<file path="src/hw/rtl/task_liveness_watchdog_monitor_assert.svh">
// Assertion macros shared by the watchdog monitor RTL.
`ifndef TASK_LIVENESS_WATCHDOG_MONITOR_ASSERT_SVH
`define TASK_LIVENESS_WATCHDOG_MONITOR_ASSERT_SVH

// a implies b on the same edge
`define TLWM_ASSERT_IMP(lbl, clk, rst_n, a, b) \
	lbl: assert property (@(posedge clk) disable iff (!rst_n) (a) |-> (b)) \
		else $error("tlwm implication violated");

// a implies b on the next edge
`define TLWM_ASSERT_NEXT(lbl, clk, rst_n, a, b) \
	lbl: assert property (@(posedge clk) disable iff (!rst_n) (a) |=> (b)) \
		else $error("tlwm next-cycle implication violated");

// expression always holds
`define TLWM_ASSERT_ALWAYS(lbl, clk, rst_n, a) \
	lbl: assert property (@(posedge clk) disable iff (!rst_n) (a)) \
		else $error("tlwm invariant violated");

`endif

</file>
<file path="src/hw/rtl/tlwm_pkg.sv">
// Package: sizes, opcodes, controller states and cell interface types.
package tlwm_pkg;

	localparam int TASKS      = 16;
	localparam int COUNT_BITS = 16;
	localparam int ID_W       = 8;

	typedef enum logic [1:0] {
		OP_REGISTER   = 2'd0,
		OP_UNREGISTER = 2'd1,
		OP_FEED       = 2'd2,
		OP_CHECK      = 2'd3
	} opcode_t;

	typedef enum logic {
		ST_IDLE,
		ST_WALK
	} ctrl_state_t;

	// command broadcast to every cell
	typedef struct packed {
		logic            reg_en;
		logic            unreg_en;
		logic            feed_en;
		logic [ID_W-1:0] id;
	} cell_cmd_t;

	// per-cell status back to the controller
	typedef struct packed {
		logic reg_hit;
		logic stall;
	} cell_stat_t;

endpackage

</file>
<file path="src/hw/rtl/task_liveness_watchdog_monitor.sv">
// Top level: command decode, walk controller, result buffering and the cell chain.
//
// Software watchdog monitor for up to TASKS tasks. Each input item carries an
// opcode (register, unregister, feed, periodic check) and a task id; each item
// returns exactly one result item with status (0 ok, 1 error) and kick.
// Input and output use valid/ready; an item moves when valid and ready are high.
// Register, unregister and feed finish in the cycle of acceptance; the result
// passes through the holding register to the output register once it is free.
// A check sends a token down the row of task cells, one cell per cycle; it ends
// early at the first stalled task, and its result takes the same path to the
// output. The block takes one item at a time.
// A finished result waits in a holding register and then the output register,
// so one further item is accepted and completed while the receiver stalls;
// after that in_ready stays low until out_ready drains the output.
// Reset clears all registered flags, feed counters and snapshots at once and
// empties both result registers.
module task_liveness_watchdog_monitor import tlwm_pkg::*; (
	input  logic            clk,
	input  logic            arst_n,
	input  logic            in_valid,
	output logic            in_ready,
	input  logic [1:0]      opcode,
	input  logic [ID_W-1:0] task_id,
	output logic            out_valid,
	input  logic            out_ready,
	output logic            status,
	output logic            kick
);

	`include "task_liveness_watchdog_monitor_assert.svh"

	ctrl_state_t state_q, state_d;

	cell_cmd_t         cmd;
	cell_stat_t        stat   [TASKS];
	logic [TASKS:0]    tok;
	logic [TASKS-1:0]  stall_vec;
	logic [TASKS-1:0]  hit_vec;
	logic              any_stall;
	logic              any_hit;
	logic              in_range;
	logic              accept;
	logic              start;

	logic              done_valid_q;
	logic              done_status_q;
	logic              done_kick_q;
	logic              done_set;
	logic              done_status_d;
	logic              done_kick_d;
	logic              done_move;

	logic              out_valid_q;
	logic              out_status_q;
	logic              out_kick_q;

	assign in_range = ({1'b0, task_id} < (ID_W + 1)'(TASKS));
	assign in_ready = (state_q == ST_IDLE) && !done_valid_q;
	assign accept   = in_valid && in_ready;

	assign cmd.reg_en   = accept && (opcode_t'(opcode) == OP_REGISTER);
	assign cmd.unreg_en = accept && (opcode_t'(opcode) == OP_UNREGISTER);
	assign cmd.feed_en  = accept && (opcode_t'(opcode) == OP_FEED);
	assign cmd.id       = task_id;

	assign start  = accept && (opcode_t'(opcode) == OP_CHECK);
	assign tok[0] = start;

	for (genvar i = 0; i < TASKS; i++) begin : g_cell
		tlwm_cell u_cell (
			.clk     (clk),
			.arst_n  (arst_n),
			.cmd     (cmd),
			.index   (ID_W'(i)),
			.tok_in  (tok[i]),
			.tok_out (tok[i+1]),
			.stat    (stat[i])
		);
		assign stall_vec[i] = stat[i].stall;
		assign hit_vec[i]   = stat[i].reg_hit;
	end

	assign any_stall = |stall_vec;
	assign any_hit   = |hit_vec;

	always_ff @(posedge clk or negedge arst_n) begin
		if (!arst_n) begin
			state_q <= ST_IDLE;
		end else begin
			state_q <= state_d;
		end
	end

	always_comb begin
		state_d       = state_q;
		done_set      = 1'b0;
		done_status_d = 1'b0;
		done_kick_d   = 1'b0;
		unique case (state_q)
			ST_IDLE: begin
				if (accept) begin
					unique case (opcode_t'(opcode))
						OP_REGISTER: begin
							done_set      = 1'b1;
							done_status_d = !in_range || any_hit;
						end
						OP_UNREGISTER: begin
							done_set = 1'b1;
						end
						OP_FEED: begin
							done_set      = 1'b1;
							done_status_d = !in_range;
						end
						OP_CHECK: begin
							// cell 0 holds the token now; a stall there ends the walk at once
							if (any_stall) begin
								done_set      = 1'b1;
								done_status_d = 1'b1;
							end else begin
								state_d = ST_WALK;
							end
						end
						default: begin
							done_set = 1'b1;
						end
					endcase
				end
			end
			ST_WALK: begin
				if (any_stall) begin
					done_set      = 1'b1;
					done_status_d = 1'b1;
					state_d       = ST_IDLE;
				end else if (tok[TASKS]) begin
					done_set    = 1'b1;
					done_kick_d = 1'b1;
					state_d     = ST_IDLE;
				end
			end
			default: begin
				state_d = ST_IDLE;
			end
		endcase
	end

	// move the held result forward when the output register frees up
	assign done_move = done_valid_q && (!out_valid_q || out_ready);

	always_ff @(posedge clk or negedge arst_n) begin
		if (!arst_n) begin
			done_valid_q <= 1'b0;
			out_valid_q  <= 1'b0;
		end else begin
			if (done_set) begin
				done_valid_q <= 1'b1;
			end else if (done_move) begin
				done_valid_q <= 1'b0;
			end
			if (done_move) begin
				out_valid_q <= 1'b1;
			end else if (out_ready) begin
				out_valid_q <= 1'b0;
			end
		end
	end

	always_ff @(posedge clk) begin
		if (done_set) begin
			done_status_q <= done_status_d;
			done_kick_q   <= done_kick_d;
		end
		if (done_move) begin
			out_status_q <= done_status_q;
			out_kick_q   <= done_kick_q;
		end
	end

	assign out_valid = out_valid_q;
	assign status    = out_status_q;
	assign kick      = out_kick_q;

	// at most one cell holds the walk token, and only during a walk
	`TLWM_ASSERT_ALWAYS(a_tok_onehot, clk, arst_n, $onehot0(tok))
	`TLWM_ASSERT_IMP(a_tok_in_walk, clk, arst_n, |tok[TASKS:1], state_q == ST_WALK)
	// a held result is never overwritten before it moves on
	`TLWM_ASSERT_IMP(a_no_overwrite, clk, arst_n, done_set, !done_valid_q)
	// a check always ends with a result
	`TLWM_ASSERT_NEXT(a_walk_result, clk, arst_n,
		(state_q == ST_WALK) && (state_d == ST_IDLE), done_valid_q)

endmodule

</file>
<file path="src/hw/rtl/tlwm_cell.sv">
// One task entry: registered flag, feed counter, snapshot and walk token stage.
module tlwm_cell import tlwm_pkg::*; (
	input  logic            clk,
	input  logic            arst_n,
	input  cell_cmd_t       cmd,
	input  logic [ID_W-1:0] index,
	input  logic            tok_in,
	output logic            tok_out,
	output cell_stat_t      stat
);

	logic                  reg_q;
	logic [COUNT_BITS-1:0] cnt_q;
	logic [COUNT_BITS-1:0] snap_q;
	logic                  tok_q;
	logic                  match;
	logic                  stall;

	assign match = (cmd.id == index);
	// stalled: token here, registered and no feed since the last refresh
	assign stall = tok_in && reg_q && (cnt_q == snap_q);

	always_ff @(posedge clk or negedge arst_n) begin
		if (!arst_n) begin
			reg_q  <= 1'b0;
			cnt_q  <= '0;
			snap_q <= '0;
			tok_q  <= 1'b0;
		end else begin
			if (cmd.reg_en && match) begin
				reg_q <= 1'b1;
			end
			if (cmd.unreg_en && match) begin
				reg_q <= 1'b0;
			end
			if (cmd.feed_en && match) begin
				cnt_q <= cnt_q + 1'b1;
			end
			// refresh a progressing task as the token passes
			if (tok_in && reg_q && !stall) begin
				snap_q <= cnt_q;
			end
			// hand the token on unless the walk stops here
			tok_q <= tok_in && !stall;
		end
	end

	assign tok_out       = tok_q;
	assign stat.reg_hit  = reg_q && match;
	assign stat.stall    = stall;

endmodule
</file>
<file path="config.mk">
export PLATFORM = sky130hd
export DESIGN_NAME = task_liveness_watchdog_monitor
export DESIGN_NICKNAME = d
export VERILOG_FILES = /design/src/hw/rtl/tlwm_pkg.sv /design/src/hw/rtl/task_liveness_watchdog_monitor.sv /design/src/hw/rtl/tlwm_cell.sv
export VERILOG_INCLUDE_DIRS = /design/src /design/src/hw/rtl
export SDC_FILE = /design/constraint.sdc
export NUM_CORES = 1
export LEC_CHECK = 0
export BUFFER_PORTS_ARGS = -buffer_cell sky130_fd_sc_hd__buf_4
export CAP_MARGIN = 15
export CORE_MARGIN = 8
export CORE_UTILIZATION = 68
export CTS_CLUSTER_DIAMETER = 80
export DETAILED_ROUTE_END_ITERATION = 10
export PLACE_DENSITY_LB_ADDON = 0.2
export SYNTH_ARGS = -nofsm -noshare
export SYNTH_HDL_FRONTEND = slang
export SYNTH_SLANG_ARGS = --single-unit
</file>
<file path="constraint.sdc">
create_clock -name clk -period 7.1 [get_ports clk]
set_clock_uncertainty 0.15 [all_clocks]
set_input_delay 0.71 -clock clk [delete_from_list [all_inputs] [get_ports clk]]
set_output_delay 0.71 -clock clk [all_outputs]
set_load 0.02 [all_outputs]
</file>
==> results of run 1 <==
==> kinds of logic (layout without fill, tap and decap cells) <==
group,Yosys count,in the layout
flip-flops,551,551
AO/OA/AOI/OAI,73,73
multiplexers,275,275
adder cells (fa/ha/maj),16,16
AND/OR/NAND/NOR,540,540
XOR/XNOR,496,496
buffers and inverters,69,157
==> sequential cells by signal, summed over array words and instances (netlist names), 16 cells and up <==
| signal | cells |
|---|---|
| g_cell.u_cell.tok_out | 16 |
| g_cell.u_cell.reg_q | 16 |
| g_cell.u_cell.cnt_q | 256 |
| g_cell.u_cell.snap_q | 256 |
==> routing by layer <==
metal  up-vias  part of all wire
met5         -           0.00059
met4         4             0.023
met3        75             0.043
met2       231              0.49
met1      7666              0.45
li1       7120                 -
==> per-stage QoR <==
step	power [mW]	instances	hold slack (ns)	worst slack, ns	utilization
after global placement	3.42	2473	0.267	2.98	0.710
after global routing	6.53	2576	0.129	3.23	0.762
after CTS	6.38	2576	0.0905	3.43	0.762
after floorplan	3.32	2020	0.250	4.03	-
final	6.32	2576	0.00507	3.28	0.762
after detailed placement	3.43	2473	0.268	2.84	0.710
==> area by class of cell <==
type	instances	area (um^2)
fillers	2269	8730
clock inverters	16	183
well taps	468	586
multi-input cells	1400	11200
inverters	16	60.1
clock buffers	87	1690
flip-flops and latches	551	13800
repair buffers	38	318
==> cell usage after synthesis, types with 2 or more instances <==
master	count
nor2_1	72
buf_2	3
nor3_4	9
a221oi_1	2
dfrtp_1	547
xor2_1	307
o22a_1	4
and2_1	13
a21oi_1	2
xnor2_1	189
nand3b_1	2
nand2_1	105
or2_2	2
o21ai_0	18
and4_1	16
o31ai_1	16
a211oi_1	2
or3b_1	2
a22oi_1	2
o22ai_1	9
edfxtp_1	4
nand3_1	79
nor3_2	7
inv_1	16
nor2b_1	20
nor3_1	7
a21boi_0	11
nand2b_1	7
and3_1	58
nor4_4	4
ha_1	16
clkbuf_1	47
mux2_2	274
or3_1	3
nand4_1	65
nor4_1	61
==> worst register-to-register path: stages (launching register included) <==
cell	delay (ns)
dfrtp_1	0.45
or3b_1	0.57
or3b_2	0.87
nor3_2	0.65
and3_1	0.38
and2b_1	0.24
nand3_1	0.11
xnor2_1	0.14
==> how the worst min path moves through the flow <==
stage	end	startpoint	depth (start not counted)	slack [ns]
finish	g_cell[10].u_cell.cnt_q[13]$_DFFE_PN0P_	arst_n	1	0.005
global route	g_cell[10].u_cell.cnt_q[15]$_DFFE_PN0P_	arst_n	1	0.13
CTS	g_cell[10].u_cell.snap_q[15]$_DFFE_PN0P_	arst_n	1	0.09
detailed placement	kick$_DFFE_PP_	done_kick_q$_SDFFCE_PP0P_	0	0.27
global placement	kick$_DFFE_PP_	done_kick_q$_SDFFCE_PP0P_	0	0.27
floorplan	kick$_DFFE_PP_	done_kick_q$_SDFFCE_PP0P_	0	0.25
==> power breakdown <==
part	switching [mW]	internal [mW]	leakage, nW
logic	0.129	0.0472	6.26
registers	0.0224	3.17	7.65
clock network	1.17	1.77	0.928
total	1.33	4.99	14.8
==> results list, run 1 <==
- Pins Over Slew Limit: 0
* Number of flops mapped to enable cells by yosys: 4
* Run status: finished clean
- Synthesized instance count: 2,020
- Worst slew pin tran: 1.18 ns
* Combinational family with the most area after synthesis: XOR/XNOR gates
- The cell family contributing the most delay on the critical path is simple AND/OR/NAND/NOR gates.
* Number of warnings reported in the yosys synthesis log: 0
- Top-level I/O count: 18
- Of the total synthesized cell area, the portion taken by full adders, half adders and majority gates is 0.00790.
- Leaving out fill and tap cells, the most frequent cells in the layout are dfrtp_1 (547), xor2_1 (307), mux2_2 (274).
- The longest clock path from root to sink contains 3 buffers.
- Horizontal die dimension: 209 um
- Based on the critical path, the design can be clocked at up to 262 MHz.
- Of the total synthesized cell area, the portion taken by AND, OR, NAND and NOR gates is 0.122.
- After synthesis, the share of flip-flops with an asynchronous set or reset is 0.993.
* Drt initial violations: 860
- Share of layout cells above drive strength 1: 0.204
* RSZ-0062 raised after global routing: no
* Share of Yosys cell area claimed by the top area cell type: 0.540
- Critical register-to-register path endpoint: g_cell[1].u_cell.cnt_q[13]$_DFFE_PN0P_
- Number of input and output port buffers inserted: 17
- The critical path goes through buf_4 > nor4_1 > nand3_1 > nor4_4 > nand4_1 > nor3_2 > nand3_1 > xnor2_1.
- The repair_antennas step left the layout with diodes totalling 0.
* Number of antenna-violating nets in the routed design: 0
* Overall die height: 209 um
- For the worst-skew pair, the clock arrives at the later sink with an insertion delay of 0.59 ns.
* Clock input transition at the sequential cells of the worst setup and hold paths: 0.06 ns
- The initial antenna violation count was 2.
- Starting density of the core: 0.692
* Startpoint of the worst register-to-register path: state_q$_DFF_PN0_
* Sink Count: 551
- GRT Total Usage: 0.214
- GR met1 Demand/Resource: 0.288
- In this run, synthesis produced a sequential element count of 551.
- Before antenna repair, the detailed router went through 6 iterations.
* Most repeated library cell on the critical path: nand3_1
* Critical Path Sink: g_cell[12].u_cell.cnt_q[13]$_DFFE_PN0P_
- Placeable core area: 0.0366 mm^2
- Minimum clock period: 3.82 ns
- Top FF cell, synth: dfrtp_1
- Placed cell areas: 0.0260 mm^2
- For met3 alone, demand over resource in global routing was 0.0376.
- VDD sags by at most 0.194 mV.
- Final Cycle Share: 0.538
- In this run the number of cells on the critical path is 8.
- Wire length of the first global-routing pass: 77,700 um
- In this run, post-CTS hold repair placed 0 buffers.
- Layer with the highest usage: met2
- Of the synthesized area, sequential elements account for 0.545.
* DR vias/cell: 5.86
- Pin count of the biggest net entering global routing: 166
- In this run, post-CTS repair resized a total of 0 instances.
* Net count, final: 2,092
- Req. time, crit path: 7.42 ns
- Counting both buffers and inverters, the worst setup path holds a total of 1.
- The area growth from synthesis to layout is 10.1%.
- Buffer type at the clock tree root: clkbuf_16
- The number of setup buffers added after CTS is 0.
- Vias after detailed routing: 15,100
- Number of cells on the worst reg-to-reg path: 7
- Summed over all layers, the routed wires come to 45,600 um.
* Met2 capacity usage during global routing: 0.352
- Power density over the cells: 227 mW/mm^2
- The number of global-route vias before repair was 15,700.
- Worst-case headroom to the max-slew limit: 0.206
* Leakage Power: 14.8 nW
- Complex-gate fraction of the synthesized area: 0.0197
- Leaving out fill and tap cells, the most frequent cell in the layout is dfrtp_1.
- Largest area contributor in the synthesized netlist: dfrtp_1
- The synthesized netlist contains 55 unique library cells.
- Delay of the slowest critical-path stage: 0.98 ns
- Of the total synthesized cell area, the portion taken by XOR and XNOR cells is 0.172.
* Core Rows: 70
- TritonCTS built the clock tree.
* Worst Setup End Kind: register
- Final weighted congestion in routability-driven placement: 0.843
- The slowest stage of the critical path is the nor4_1 cell.
- Of all nets on the critical path, the largest fanout is 14.
- The setup check on the worst reg-to-reg path leaves a slack of 3.43 ns.
- The min-delay analysis places its worst path in the category primary input to async pin.
- Netlist area before placement: 0.0253 mm^2
* Detailed-route wire length per cell: 17.7 um
- Area of the die: 0.0437 mm^2
- Of the post-synthesis cell area, the part taken by muxes is 0.123.
- The average instance in the mapped netlist occupies 12.5 um^2.
- After routing, the total negative slack on setup checks comes to 0 ns.
- Final Hold Viols: 0
- Start-to-end type of the worst setup path: primary input to register
- Yosys attributes the largest share of cell area to dfrtp_1 (54%), mux2_2 (12%), xor2_1 (11%).
- CTS built an H-tree with a depth of 2.
- Final HPWL from detailed placement: 30,700 um
- The number of clock buffers added by TritonCTS is 55.
* Final global-route overflow total: 0
- STA classifies the critical path startpoint as a primary input.
* Critical path launch point: task_id[4]
- For the worst setup path, the data arrival time is 4.14 ns.
- Number of setup violations in the final report: 0
- Drc violations: 0
- The finished cells cover 0.0279 mm^2.
- Synthesized netlist net count: 2,050
* Max-Cap Viols: 0
Note: power is estimated with default switching activity, not from simulation.
==> inputs of run 2 (changes only) <==
--- a/config.mk
+++ b/config.mk
@@ -6,10 +6,11 @@
 export SDC_FILE = /design/constraint.sdc
 export NUM_CORES = 1
 export LEC_CHECK = 0
+export ABC_AREA = 1
 export BUFFER_PORTS_ARGS = -buffer_cell sky130_fd_sc_hd__buf_4
 export CAP_MARGIN = 15
 export CORE_MARGIN = 8
-export CORE_UTILIZATION = 68
+export CORE_UTILIZATION = 58
 export CTS_CLUSTER_DIAMETER = 80
 export DETAILED_ROUTE_END_ITERATION = 10
 export PLACE_DENSITY_LB_ADDON = 0.2
==> constraint.sdc (replaced) <==
create_clock -name clk -period 3.5 [get_ports clk]
set_clock_uncertainty 0.15 [all_clocks]
set_input_delay 0.35 -clock clk [delete_from_list [all_inputs] [get_ports clk]]
set_output_delay 0.35 -clock clk [all_outputs]
set_load 0.02 [all_outputs]
==> run 2 against run 1 <==
Effect of this change:
- critical path type unchanged
- synthesized cell count rose by 52%
- die area increased by 24%
- clock power rose by 99%
- critical path depth rose by 2
- non-clock buffer count is 5 higher
- sequential share of layout area down 3.4 points
- critical endpoint is now g_cell[13].u_cell.cnt_q[12]$_DFFE_PN0P_
- sequential power rose by 120%
- clock-buffer cell count fell by 4
- worst hold slack better by 0.055 ns
==> results list, run 2 <==
- Run status: finished clean (unchanged)
- The number of cells in the design after placement came to 3,667 (was 2,473).
- The share of the synthesized area in the top cell type is 0.504 (was 0.540).
* GR met1 Demand/Resource: 0.266 (was 0.288)
- The first-pass iteration count of the detailed router was 5 (was 6).
- The library cell with the largest summed area after synthesis is dfrtp_1 (unchanged).
* Power Total: 14.5 mW (was 6.32 mW)
* Clock insertion delay at the later pin of the skew report: 0.60 ns (was 0.59 ns)
- Worst slew pin tran: 1.11 ns (was 1.18 ns)
* GRT Total Usage: 0.194 (was 0.214)
- Overall die height: 232 um (was 209 um)
* Pins Over Slew Limit: 0 (unchanged)
* Start-to-end type of the worst setup path: primary input to register (unchanged)
- Final Cycle Share: 0.755
* Number of register bits inferred by synthesis: 551 (unchanged)
- The nature of the critical path startpoint was a primary input (unchanged).
- Final Hold Viols: 0 (unchanged)
- Pin count of the biggest net entering global routing: 110 (was 166)
- Initial antenna violation count: 0 (was 2)
* Number of filler instances in the final layout: 3,728 (was 2,269)
- The commonest register cell after synthesis is dfrtp_1 (unchanged).
- The post-detailed-placement cell area was 0.0281 mm^2 (was 0.0260 mm^2).
- Post-route non-filler standard cell count: 3,778 (was 2,576)
- Final HPWL from detailed placement: 35,500 um (was 30,700 um)
- Highest-count cells in the layout ignoring fill and taps: nand2_1 (786), dfrtp_1 (547), inv_1 (396) (was dfrtp_1 (547), xor2_1 (307), mux2_2 (274))
- Leakage Power: 15.9 nW (was 14.8 nW)
* Minimum clock period: 2.64 ns
* Sink Count: 551 (unchanged)
- The dominant cell type by count on the critical path is inv_1 (was nand3_1).
- The number of maximum-capacitance violations came to 0 (unchanged).
* Number of flops mapped to enable cells by yosys: 4 (unchanged)
- Ranking of synthesized cells by area: dfrtp_1 (50%), xor2_1 (12%), nand2_1 (11%) (was dfrtp_1 (54%), mux2_2 (12%), xor2_1 (11%))
- The most common cell in the synthesized netlist is nand2_1 (was dfrtp_1).
- The wire length reported by the detailed router came to 50,800 um (was 45,600 um).
* Req. time, crit path: 3.83 ns (was 7.42 ns)
- The number of distinct library cells after synthesis was 42 (was 55).
- Hold buffers post-CTS: 7 (was 0)
- Crit path buffers/inverters: 4 (was 1)
* Number of antenna-violating nets in the routed design: 0 (unchanged)
* Met2 capacity usage during global routing: 0.317 (was 0.352)
- Layer with the highest usage: met2 (unchanged)
- Final weighted congestion in routability-driven placement: 0.835 (was 0.843)
* Drc violations: 0 (unchanged)
- Number of setup violations in the final report: 0 (unchanged)
- Synthesized netlist net count: 3,105 (was 2,050)
- GR Layer Usage met3: 0.0303 (was 0.0376)
- The number of global-route vias before repair was 19,100 (was 15,700).
- Total non-filler cell area in the finished layout: 0.0300 mm^2 (was 0.0279 mm^2)
* Detailed-route wire length per cell: 13.4 um (was 17.7 um)
* Syn avg cell area: 8.83 um^2 (was 12.5 um^2)
* Count of inserted antenna diode cells: 0 (unchanged)
- RSZ-0062 raised after global routing: no (unchanged)
- The total number of vias came to 18,900 (was 15,100).
- The area of the core is 0.0464 mm^2 (was 0.0366 mm^2).
* Top-level I/O count: 18 (unchanged)
* Leading cell type in the layout, fill and taps excluded: nand2_1 (was dfrtp_1)
- Number of input and output port buffers inserted: 17 (unchanged)
- The global-route congestion overflow total was 0 (unchanged).
* Type of the most critical hold path: primary input to register (was primary input to async pin)
- The horizontal extent of the die is 232 um (was 209 um).
- The cell area power density came to 483 mW/mm^2 (was 227 mW/mm^2).
- Buffer type at the clock tree root: clkbuf_16 (unchanged)
- The slowest library cell on the worst path was dlygate4sd3_1 (was nor4_1).
- The total die area was 0.0540 mm^2 (was 0.0437 mm^2).
- The worst-case clock buffer depth is 3 (unchanged).
- The synthesis warning total was 0 (unchanged).
* Delay of the slowest critical-path stage: 0.58 ns (was 0.98 ns)
* H-tree level count: 2 (unchanged)
- The post-CTS setup repair buffer count is 0 (unchanged).
- Cell breakdown of the critical path: dlygate4sd3_1 > buf_4 > inv_1 > nor2_1 > nand2_1 > nor2_4 > inv_1 > nor4_2 > nand3_1 > xor2_1 (was buf_4 > nor4_1 > nand3_1 > nor4_4 > nand4_1 > nor3_2 > nand3_1 > xnor2_1).
- Core Rows: 79 (was 70)
* Worst Setup End Kind: register (unchanged)
- The worst ir drop on vdd is 0.550 mV (was 0.194 mV).
* Biggest registers after layout: g_cell.u_cell.cnt_q (256), g_cell.u_cell.snap_q (256) (unchanged)
- Total Negative Setup Slacks: 0 ns (unchanged)
* Max FO, Critical Path: 9 (was 14)
- Sequential area share after synthesis: 0.508 (was 0.545)
- The clock transition at the registers of the reported paths came to 0.06 ns (about the same).
* Wire length of the first global-routing pass: 89,100 um (was 77,700 um)
- Derived from the worst setup path, the maximum achievable clock frequency is 378 MHz.
- Netlist area before placement: 0.0272 mm^2 (was 0.0253 mm^2)
- The post-cts resize count came to 0 (unchanged).
* Top cell types by occurrence after synthesis: nand2_1 (786), dfrtp_1 (547), inv_1 (396) (was dfrtp_1 (547), xor2_1 (307), mux2_2 (274))
* DR vias/cell: 5.01 (was 5.86)
- The normalized max-slew margin is 0.258 (was 0.206).
- Net count, final: 3,156 (was 2,092)
* Drt initial violations: 1,215 (was 860)
* Clock tree from TritonCTS: yes (unchanged)
* Synthesized instance count: 3,075 (was 2,020)
* Fraction of registers with async set or reset after synthesis: 0.993 (unchanged)
- The area growth from synthesis to layout is 10.3% (was 10.1%).
- CTS buffer count: 57 (was 55)
- Share of layout cells above drive strength 1: 0.0937 (was 0.204)
* Critical path arrival: 2.98 ns (was 4.14 ns)
* Family with the most delay on the worst path: simple AND/OR/NAND/NOR gates (unchanged)
- Starting density of the core: 0.586 (was 0.692)
==> run 2: cell type report <==
class / instances / area [um^2] / area share
Clock buffer: 83 / 1640 / 0.0549
Tap cell: 607 / 759 / 0.0253
Sequential cell: 551 / 13800 / 0.461
Inverter: 407 / 1540 / 0.0515
Clock inverter: 21 / 168 / 0.00560
Multi-Input combinational cell: 2066 / 11600 / 0.388
Timing Repair Buffer: 43 / 423 / 0.0141
==> run 2: stage by stage <==
stage | util | hold WS, ns | setup WS [ns]
2_1_floorplan | - | -0.0956 | 1.32
3_5_place_dp | 0.606 | 0.186 | 0.728
5_1_grt | 0.646 | 0.0675 | 0.649
3_3_place_gp | 0.606 | 0.185 | 0.837
6_report | 0.646 | 0.0604 | 0.857
4_1_cts | 0.646 | 0.0112 | 0.876
==> run 2: worst reg2reg max path, stage by stage (launching register included) <==
cell and delay [ns]:
dfrtp_1 0.45, nor2_4 0.18, nand2_4 0.09, inv_6 0.09, nand3_1 0.52, nor4_1 0.42
dlygate4sd3_1 0.59, nor2_1 0.04
==> run 2: power by group <==
| part | leakage (nW) | total [mW] | switching (mW) | internal (mW) |
|---|---|---|---|---|
| registers | 6.87 | 7.14 | 0.326 | 6.81 |
| logic | 8.09 | 1.46 | 0.917 | 0.538 |
| clock network | 0.902 | 5.86 | 2.47 | 3.39 |
| total | 15.9 | 14.5 | 3.72 | 10.7 |
==> run 2: metal layers <==
metal | vias up | wire, um
met5 | - | 0
met4 | 0 | 1110
met3 | 82 | 1950
met2 | 210 | 23700
met1 | 9043 | 24000
li1 | 9602 | -
==> run 2: final timing paths <==
kind	start	slack, ns	end	cells after the start
max	task_id[0]	0.86	g_cell[13].u_cell.cnt_q[12]$_DFFE_PN0P_	10
min in group asynchronous	arst_n	0.15	g_cell[10].u_cell.snap_q[5]$_DFFE_PN0P_	2
max in group asynchronous	arst_n	2.06	g_cell[0].u_cell.snap_q[6]$_DFFE_PN0P_	3
min	opcode[0]	0.06	g_cell[0].u_cell.tok_out$_DFF_PN0_	5
min reg2reg	g_cell[1].u_cell.tok_out$_DFF_PN0_	0.32	g_cell[2].u_cell.tok_out$_DFF_PN0_	2
max reg2reg	state_q$_DFF_PN0_	0.86	g_cell[9].u_cell.reg_q$_DFFE_PN0P_	7
==> run 2: cell families after synthesis <==
kind of cell | count (synthesis) | synth area share
adders and majority gates | 16 | 0.00737
muxes | 54 | 0.0224
buffers and inverters | 458 | 0.0640
DFF | 551 | 0.508
xor gates and xnor gates | 390 | 0.126
and+or+nand+nor | 1356 | 0.225
AOI/OAI and AO/OA | 250 | 0.0466
